$ cat config.mk
export PLATFORM = sky130hd
export DESIGN_NAME = four_sensor_light_tracker
export DESIGN_NICKNAME = d
export VERILOG_FILES = /design/src/design/fslt_pkg.sv /design/src/design/four_sensor_light_tracker.sv
export SDC_FILE = /design/constraint.sdc
export NUM_CORES = 1
export LEC_CHECK = 0
export BUFFER_PORTS_ARGS = -buffer_cell sky130_fd_sc_hd__buf_4
export CAP_MARGIN = 20
export CORE_MARGIN = 2
export CORE_UTILIZATION = 60
export CTS_CLUSTER_DIAMETER = 150
export DETAILED_ROUTE_END_ITERATION = 8
export PLACE_DENSITY = 0.8
export RECOVER_POWER = 25
export SLEW_MARGIN = 20
export SYNTH_ARGS = -nofsm -noshare
export SYNTH_HDL_FRONTEND = slang
export SYNTH_SLANG_ARGS = --single-unit
$ cat constraint.sdc
create_clock -name clk -period 15.56 [get_ports clk]
set_input_delay 1.556 -clock clk [delete_from_list [all_inputs] [get_ports clk]]
set_output_delay 1.556 -clock clk [all_outputs]
set_load 0.01 [all_outputs]
$ cat src/design/fslt_pkg.sv
// Shared types, constants and arithmetic helpers for the four-sensor light tracker.
// Standalone package; used by four_sensor_light_tracker.
package fslt_pkg;

	// Widths fixed by the item and register formats
	localparam int LIGHT_W   = 10;
	localparam int ANGLE_W   = 8;
	localparam int INDEX_W   = 2;
	localparam int CFG_IDX_W = 2;
	localparam int CFG_DATA_W = 10;
	localparam int BAND_W    = 6;
	localparam int GAIN_W    = 4;

	// Default angle limit and reset values
	localparam int unsigned ANGLE_MAX_DEF = 180;
	localparam logic [ANGLE_W-1:0]    ANGLE_RESET     = 8'd90;
	localparam logic [LIGHT_W-1:0]    SPREAD_RESET    = 10'd50;
	localparam logic [BAND_W-1:0]     DB_PAN_RESET    = 6'd3;
	localparam logic [BAND_W-1:0]     DB_TILT_RESET   = 6'd2;

	// Proportional gains in tenths of a degree per unit of error
	localparam logic [GAIN_W-1:0] PAN_GAIN  = 4'd5;
	localparam logic [GAIN_W-1:0] TILT_GAIN = 4'd8;

	// A proportional step must stay below this many tenths
	localparam logic [9:0] STEP_LIMIT = 10'd200;

	// Configuration register indexes
	typedef enum logic [CFG_IDX_W-1:0] {
		REG_MODE    = 2'd0,
		REG_SPREAD  = 2'd1,
		REG_DB_PAN  = 2'd2,
		REG_DB_TILT = 2'd3
	} cfg_reg_t;

	// Tracking modes
	typedef enum logic {
		MODE_PROP = 1'b0,
		MODE_STEP = 1'b1
	} track_mode_t;

	// Axis error: (a - b + 512) * 40 / 1024 - 20, division truncating toward zero
	function automatic logic signed [6:0] axis_error(input logic [LIGHT_W-1:0] a,
			input logic [LIGHT_W-1:0] b);
		logic signed [11:0] x;
		logic signed [17:0] p;
		logic signed [17:0] q;
		x = $signed({2'b00, a}) - $signed({2'b00, b}) + 12'sd512;
		p = $signed({{6{x[11]}}, x}) * 18'sd40;
		// bias negative products so the shift rounds toward zero
		q = (p + (p[17] ? 18'sd1023 : 18'sd0)) >>> 10;
		axis_error = $signed(q[6:0]) - 7'sd20;
	endfunction

	// Proportional move of one axis, positions kept in tenths during the update
	function automatic logic [ANGLE_W-1:0] prop_move(input logic [ANGLE_W-1:0] pos,
			input logic signed [6:0] err, input logic [BAND_W-1:0] band,
			input logic [GAIN_W-1:0] gain, input logic [ANGLE_W-1:0] amax);
		logic [6:0]         mag;
		logic signed [10:0] step;
		logic [10:0]        step_mag;
		logic signed [12:0] cand;
		logic [11:0]        limit;
		logic [24:0]        quot;
		mag      = err[6] ? 7'(-err) : 7'(err);
		step     = $signed({{4{err[6]}}, err}) * $signed({7'b0, gain});
		step_mag = step[10] ? 11'(-step) : 11'(step);
		cand     = $signed({5'b0, pos}) * 13'sd10 - $signed({{2{step[10]}}, step});
		limit    = 12'(amax) * 12'd10;
		// cand / 10 for cand below 2560, by reciprocal multiply
		quot     = 25'(cand[11:0]) * 25'd6554;
		if (mag <= {1'b0, band})
			prop_move = pos;
		else if (step_mag < {1'b0, STEP_LIMIT} && !cand[12] && cand[11:0] <= limit)
			prop_move = quot[23:16];
		else
			prop_move = pos;
	endfunction

endpackage

$ cat src/design/four_sensor_light_tracker.sv
// Four-sensor light tracker: pan/tilt angle controller, top level.
// Depends on fslt_pkg for widths, register codes and the axis arithmetic.
//
// Usage:
//   Input channel (in_valid/in_ready) carries one beat of four light readings.
//   Output channel (out_valid/out_ready) returns one beat per input beat: the
//   pan and tilt angles after the update, and the brightest and darkest sensor.
//   Configuration is written through cfg_write/cfg_index/cfg_data, one register
//   per cycle; the user must write only while no beat is in flight (not enforced).
// Timing:
//   A beat is registered in the input register on entry, and its result is
//   registered in the result register when the beat advances, so out_valid
//   rises once the beat has passed both registers. One beat per cycle is
//   sustained while out_ready stays high; the rate is set by the combinational
//   update of the stored angles between the input and result registers.
// Stall: when out_ready is low the result is held and the input register keeps
//   its beat; in_ready drops only when both registers are full.
// Reset: arst_n clears both stages, sets mode to proportional, the spread
//   threshold to 50, deadbands to 3 (pan) and 2 (tilt), both angles to 90.
module four_sensor_light_tracker #(
	parameter int unsigned ANGLE_MAX = fslt_pkg::ANGLE_MAX_DEF
) (
	input  logic                              clk,
	input  logic                              arst_n,
	input  logic                              cfg_write,
	input  logic [fslt_pkg::CFG_IDX_W-1:0]    cfg_index,
	input  logic [fslt_pkg::CFG_DATA_W-1:0]   cfg_data,
	input  logic                              in_valid,
	output logic                              in_ready,
	input  logic [fslt_pkg::LIGHT_W-1:0]      light_0,
	input  logic [fslt_pkg::LIGHT_W-1:0]      light_1,
	input  logic [fslt_pkg::LIGHT_W-1:0]      light_2,
	input  logic [fslt_pkg::LIGHT_W-1:0]      light_3,
	output logic                              out_valid,
	input  logic                              out_ready,
	output logic [fslt_pkg::ANGLE_W-1:0]      pan_angle,
	output logic [fslt_pkg::ANGLE_W-1:0]      tilt_angle,
	output logic [fslt_pkg::INDEX_W-1:0]      brightest_index,
	output logic [fslt_pkg::INDEX_W-1:0]      darkest_index
);
	import fslt_pkg::*;

	localparam logic [ANGLE_W-1:0] AMAX = ANGLE_W'(ANGLE_MAX);

	// Configuration registers
	track_mode_t        mode_q;
	logic [LIGHT_W-1:0] spread_q;
	logic [BAND_W-1:0]  db_pan_q;
	logic [BAND_W-1:0]  db_tilt_q;

	// Stored angles
	logic [ANGLE_W-1:0] pan_q;
	logic [ANGLE_W-1:0] tilt_q;

	// Input stage
	logic               valid_s1;
	logic [LIGHT_W-1:0] light_s1 [4];

	// Result stage
	logic               valid_s2;
	logic [ANGLE_W-1:0] pan_s2;
	logic [ANGLE_W-1:0] tilt_s2;
	logic [INDEX_W-1:0] bi_s2;
	logic [INDEX_W-1:0] di_s2;

	logic               advance;
	logic [INDEX_W-1:0] bi;
	logic [INDEX_W-1:0] di;
	logic [LIGHT_W-1:0] bv;
	logic [LIGHT_W-1:0] dv;
	logic signed [6:0]  err_pan;
	logic signed [6:0]  err_tilt;
	logic               pair_up;
	logic               pair_down;
	logic [ANGLE_W-1:0] pan_next;
	logic [ANGLE_W-1:0] tilt_next;

	// Move the input beat on when the result register is free or being drained
	assign advance  = valid_s1 && (!valid_s2 || out_ready);
	assign in_ready = !valid_s1 || advance;

	// Write configuration registers
	always_ff @(posedge clk or negedge arst_n) begin
		if (!arst_n) begin
			mode_q    <= MODE_PROP;
			spread_q  <= SPREAD_RESET;
			db_pan_q  <= DB_PAN_RESET;
			db_tilt_q <= DB_TILT_RESET;
		end else if (cfg_write) begin
			unique case (cfg_reg_t'(cfg_index))
				REG_MODE:    mode_q    <= track_mode_t'(cfg_data[0]);
				REG_SPREAD:  spread_q  <= cfg_data;
				REG_DB_PAN:  db_pan_q  <= cfg_data[BAND_W-1:0];
				REG_DB_TILT: db_tilt_q <= cfg_data[BAND_W-1:0];
				default: ;
			endcase
		end
	end

	// Capture the input beat
	always_ff @(posedge clk or negedge arst_n) begin
		if (!arst_n) begin
			valid_s1 <= 1'b0;
		end else if (in_ready) begin
			valid_s1 <= in_valid;
		end
	end

	always_ff @(posedge clk) begin
		if (in_valid && in_ready) begin
			light_s1[0] <= light_0;
			light_s1[1] <= light_1;
			light_s1[2] <= light_2;
			light_s1[3] <= light_3;
		end
	end

	// Find brightest and darkest sensor, lowest index wins ties
	always_comb begin
		bi = '0;
		di = '0;
		bv = light_s1[0];
		dv = light_s1[0];
		for (int i = 1; i < 4; i++) begin
			if (light_s1[i] > bv) begin
				bv = light_s1[i];
				bi = INDEX_W'(i);
			end
			if (light_s1[i] < dv) begin
				dv = light_s1[i];
				di = INDEX_W'(i);
			end
		end
	end

	// Compute the next angles for both modes
	always_comb begin
		err_pan   = axis_error(light_s1[0], light_s1[1]);
		err_tilt  = axis_error(light_s1[3], light_s1[2]);
		pair_up   = (bi == 2'd3 && di == 2'd0) || (bi == 2'd1 && di == 2'd2);
		pair_down = (bi == 2'd2 && di == 2'd1) || (bi == 2'd0 && di == 2'd3);
		pan_next  = pan_q;
		tilt_next = tilt_q;
		if (mode_q == MODE_PROP) begin
			pan_next  = prop_move(pan_q, err_pan, db_pan_q, PAN_GAIN, AMAX);
			tilt_next = prop_move(tilt_q, err_tilt, db_tilt_q, TILT_GAIN, AMAX);
		end else if ((bv - dv) > spread_q) begin
			if (pair_up) begin
				pan_next  = (pan_q < AMAX) ? pan_q + 8'd1 : pan_q;
				tilt_next = (tilt_q != '0) ? tilt_q - 8'd1 : tilt_q;
			end else if (pair_down) begin
				pan_next  = (pan_q != '0) ? pan_q - 8'd1 : pan_q;
				tilt_next = (tilt_q < AMAX) ? tilt_q + 8'd1 : tilt_q;
			end
		end
	end

	// Update stored angles and the result valid
	always_ff @(posedge clk or negedge arst_n) begin
		if (!arst_n) begin
			pan_q    <= ANGLE_RESET;
			tilt_q   <= ANGLE_RESET;
			valid_s2 <= 1'b0;
		end else begin
			if (advance) begin
				pan_q  <= pan_next;
				tilt_q <= tilt_next;
			end
			if (advance)
				valid_s2 <= 1'b1;
			else if (out_ready)
				valid_s2 <= 1'b0;
		end
	end

	// Hold the result beat until it is taken
	always_ff @(posedge clk) begin
		if (advance) begin
			pan_s2  <= pan_next;
			tilt_s2 <= tilt_next;
			bi_s2   <= bi;
			di_s2   <= di;
		end
	end

	assign out_valid       = valid_s2;
	assign pan_angle       = pan_s2;
	assign tilt_angle      = tilt_s2;
	assign brightest_index = bi_s2;
	assign darkest_index   = di_s2;

`ifndef NO_ASSERTIONS
	// Angles change only when a beat moves into the result register
	a_angle_hold: assert property (@(posedge clk) disable iff (!arst_n)
		!advance |=> ($stable(pan_q) && $stable(tilt_q)))
		else $error("angle changed without an advancing beat");

	// Input must back-pressure when both stages are full and output stalls
	a_backpressure: assert property (@(posedge clk) disable iff (!arst_n)
		(valid_s1 && valid_s2 && !out_ready) |-> !in_ready)
		else $error("input accepted while pipeline full");

	// Stepping mode moves each axis by at most one degree; checked here for pan
	a_step_size: assert property (@(posedge clk) disable iff (!arst_n)
		(advance && mode_q == MODE_STEP) |=>
		(pan_q == $past(pan_q) || pan_q == $past(pan_q) + 8'd1
			|| pan_q == $past(pan_q) - 8'd1))
		else $error("stepping mode moved pan by more than one");

	// The result shown always matches the stored angles
	a_result_match: assert property (@(posedge clk) disable iff (!arst_n)
		valid_s2 |-> (pan_s2 == pan_q && tilt_s2 == tilt_q))
		else $error("result angle differs from stored angle");
`endif

endmodule
==> results by group <==
Status
  • Outcome: finished, violations left
  • Failing checks: max-capacitance violations, max-slew violations

Die
  • I/O Pins: 79
  • Die span in x: around 180 µm
  • Die height: around 180 µm
  • Die area: 30700 µm²
  • Initial core utilization: 0.611
  • Core Box Area: about 29000 µm²
  • Row cnt: just over 60

Drt
  • Drc violations: 0
  • Drt pass-1 iters: 6
  • Final WL: between 40000 and 50000 µm
  • DR vias/cell: approximately 6.1
  • Number of routed nets with antenna violations: 0
  • Via count: around 15000
  • DRT iter0 DRCs: about 1200
  • Drt wl/cell: ~18 µm

Yosys
  • Area fraction of the dominant cell type after synthesis: 0.263
  • EDFF count, synth: 60
  • Synth area leader: ha_1
  • Synthesized flop and latch total: 101
  • Post-Syn Instances: 1986
  • Ys flop type: edfxtp_1
  • Dominant cells by area after synthesis: ha_1 (26%), edfxtp_1 (10%), fa_1 (9.3%)
  • Yosys warning count: 0
  • FFs w/ async S/R, synth: 0.406
  • Mean Syn Cell Area: about 8.8 µm²
  • Synthesized cell area: approximately 18000 µm²
  • Sequential fraction of the synthesis area: 0.162
  • Syn_nets: between 2000 and 2500
  • Cell variety after synth: 102

Clock tree
  • Clk slew on worst S/H paths: about 0.07 ns
  • Hold_buf cts: 0
  • CTS Sinks: 101
  • Clock Root Buffer: clkbuf_16
  • Num CTS Buffers: 9
  • H-tree Lvls: 3
  • Skew-Pair Late Insertion Delay: about 0.37 ns
  • Max clock buf depth: 2
  • CTS tree: yes

Global route
  • Initial antenna violation count: 0
  • First-pass GRT wire length: 71800 µm
  • GRT met3 Usage: 0.0339
  • Number of global-route vias before repair: ~15000
  • GRT Overall Usage: 0.284
  • Grt met1 use: 0.374
  • Busiest grt layer: met2
  • Largest net degree at the start of global routing: 42
  • Congestion Overflow GR: 0
  • Met2 usage: 0.483

Timing
  • F_max: approximately 68 MHz
  • Max Slew Vio Count: 42
  • Fin worst setup slack: approximately 0.90 ns
  • Layout Skew: around 0.010 ns
  • Hold slack final: roughly 0.5 ns
  • Final setup violation count: 0
  • Period utilization: 0.942
  • Fin crit period: between 10 and 15 ns
  • Final Hold Fails: 0
  • Worst-margin pin slew: ~2.4 ns
  • Relative slew slack: -0.587

Placed design
  • Worst slack, placed: 0.310 ns
  • Post-DP HPWL: about 35000 µm
  • Number of port buffers: just under 80
  • Placer Congestion: 0.931

Worst setup path
  • Worst setup SP type: flop
  • Slowest stage cell, crit path: or4b_4
  • RR Endpoint: pan_angle[7]$_DFFE_PP_
  • R2R Setup Slk: approximately 0.90 ns
  • R2R cell count: between 60 and 70
  • CP max stage delay: approximately 0.55 ns
  • CP Max Fanout: 7
  • Worst setup path start: light_s1[0][0]$_DFFE_PP_
  • Worst Path Required: 15.68 ns
  • Arr. time, crit path: roughly 15 ns
  • Reg2reg start: light_s1[0][0]$_DFFE_PP_
  • Most used cell, CP: a21oi_1
  • Crit. End Element: flop
  • Setup CP Type: flop to flop

Finish
  • Syn-to-layout area delta: 7.63%
  • Nets: about 2600
  • N_diodes: 0
  • Share of layout cells above drive strength 1: 0.102

Min path
  • Worst hold path depth: 1
  • Hold crit path type: flop to flop
  • Hold Path Origin: valid_s1$_DFFE_PN0N_
  • Hold Path End: out_valid$_DFFE_PN0P_

Flow run
  • MaxCap Viol Count: 1
-- worst max path at each step --
stage | to | slack [ns] | cells past startpoint
detailed placement | pan_angle[7]$_DFFE_PP_ | 0.31 | 65
global placement | pan_angle[7]$_DFFE_PP_ | 0.83 | 65
CTS | pan_angle[7]$_DFFE_PP_ | 0.27 | 65
global route | pan_angle[7]$_DFFE_PP_ | -0.02 | 67
floorplan | pan_angle[7]$_DFFE_PP_ | 1.80 | 69
finish | pan_angle[7]$_DFFE_PP_ | 0.90 | 64
-- metal layers --
layer,part of all wire,up-vias
met4,0.029,0
met1,0.44,7048
met2,0.47,506
li1,-,7166
met3,0.054,100
met5,0,-
-- logic make-up (layout without fill, tap and decap cells) --
group           Yosys count  in the layout  share of synthesized area
flops                   101            101                      0.162
fa+ha+maj               452            452                      0.357
compound gates          479            479                      0.183
mux                      56             56                     0.0343
simple gates            462            462                      0.134
buf+inv                 312            373                     0.0676
xor+xnor                124            124                     0.0622
-- synthesized netlist by cell type, types with 28 or more instances --
library cell	count
xnor2_1	93
xor2_1	30
nand3_1	38
o21ai_0	92
nand2_1	104
nand2b_1	28
a21oi_1	147
clkbuf_1	36
edfxtp_1	60
nor3_1	29
inv_1	267
fa_1	82
ha_1	370
a21o_1	38
nor2_1	128
-- flip-flops by register name (all words and copies together), names as in the netlist --
signal / flops
light_s1: 40
spread_q: 10
pan_angle: 8
pan_q: 8
tilt_angle: 8
tilt_q: 8
db_pan_q: 6
db_tilt_q: 6
brightest_index: 2
darkest_index: 2
mode_q: 1
out_valid: 1
valid_s1: 1
-- layout make-up --
| type | count | area [µm²] |
|---|---|---|
| clock buffers | 9 | 225 |
| flip-flops and latches | 101 | 2850 |
| repair buffers | 90 | 668 |
| inverters | 267 | 1000 |
| clock inverters | 7 | 55.1 |
| well taps | 384 | 480 |
| multi-input cells | 1573 | 13600 |
| fillers | 2309 | 9870 |
-- layout by cell type (no fill, tap or decap), types with 22 or more instances in the layout --
master / count
nand2_1: 104
buf_4: 48
xor2_1: 29
nor2b_1: 26
nand3_1: 38
edfxtp_1: 60
ha_1: 370
mux2_2: 27
mux2i_1: 27
o21ai_0: 89
nor2_1: 126
o21bai_1: 22
nor3_1: 27
nand2b_1: 28
dfrtp_1: 27
a21o_1: 38
fa_1: 82
clkbuf_4: 40
xnor2_1: 90
inv_1: 266
o21a_1: 22
a21oi_1: 141
-- critical path: cells and delay by family, from the launching register on --
kind	cells	cell delay, ns
xor gates and xnor gates	3	0.42
DFF	1	0.45
buffers and inverters	8	0.56
AOI/OAI and AO/OA	28	5.44
adders and majority gates	12	4.62
and+or+nand+nor	13	2.90
-- what timing repair did --
item	in CTS	in global routing
gates resized for setup	0	15
buffers inserted	0	1
endpoints found under the setup margin	0	16
-- metrics by stage --
step / cell area [µm²] / utilization / std cells / TNS [ns]
6_report: 18900 / 0.657 / 2431 / 0
5_1_grt: 18900 / 0.657 / 2431 / -0.0228
4_1_cts: 18800 / 0.655 / 2430 / 0
3_5_place_dp: 18600 / 0.645 / 2414 / 0
3_3_place_gp: 18600 / 0.645 / 2414 / 0
2_1_floorplan: 17600 / - / 1986 / 0
Power is not shown: default switching activity piles up to over one toggle a cycle in this logic, so the estimate is an artifact.
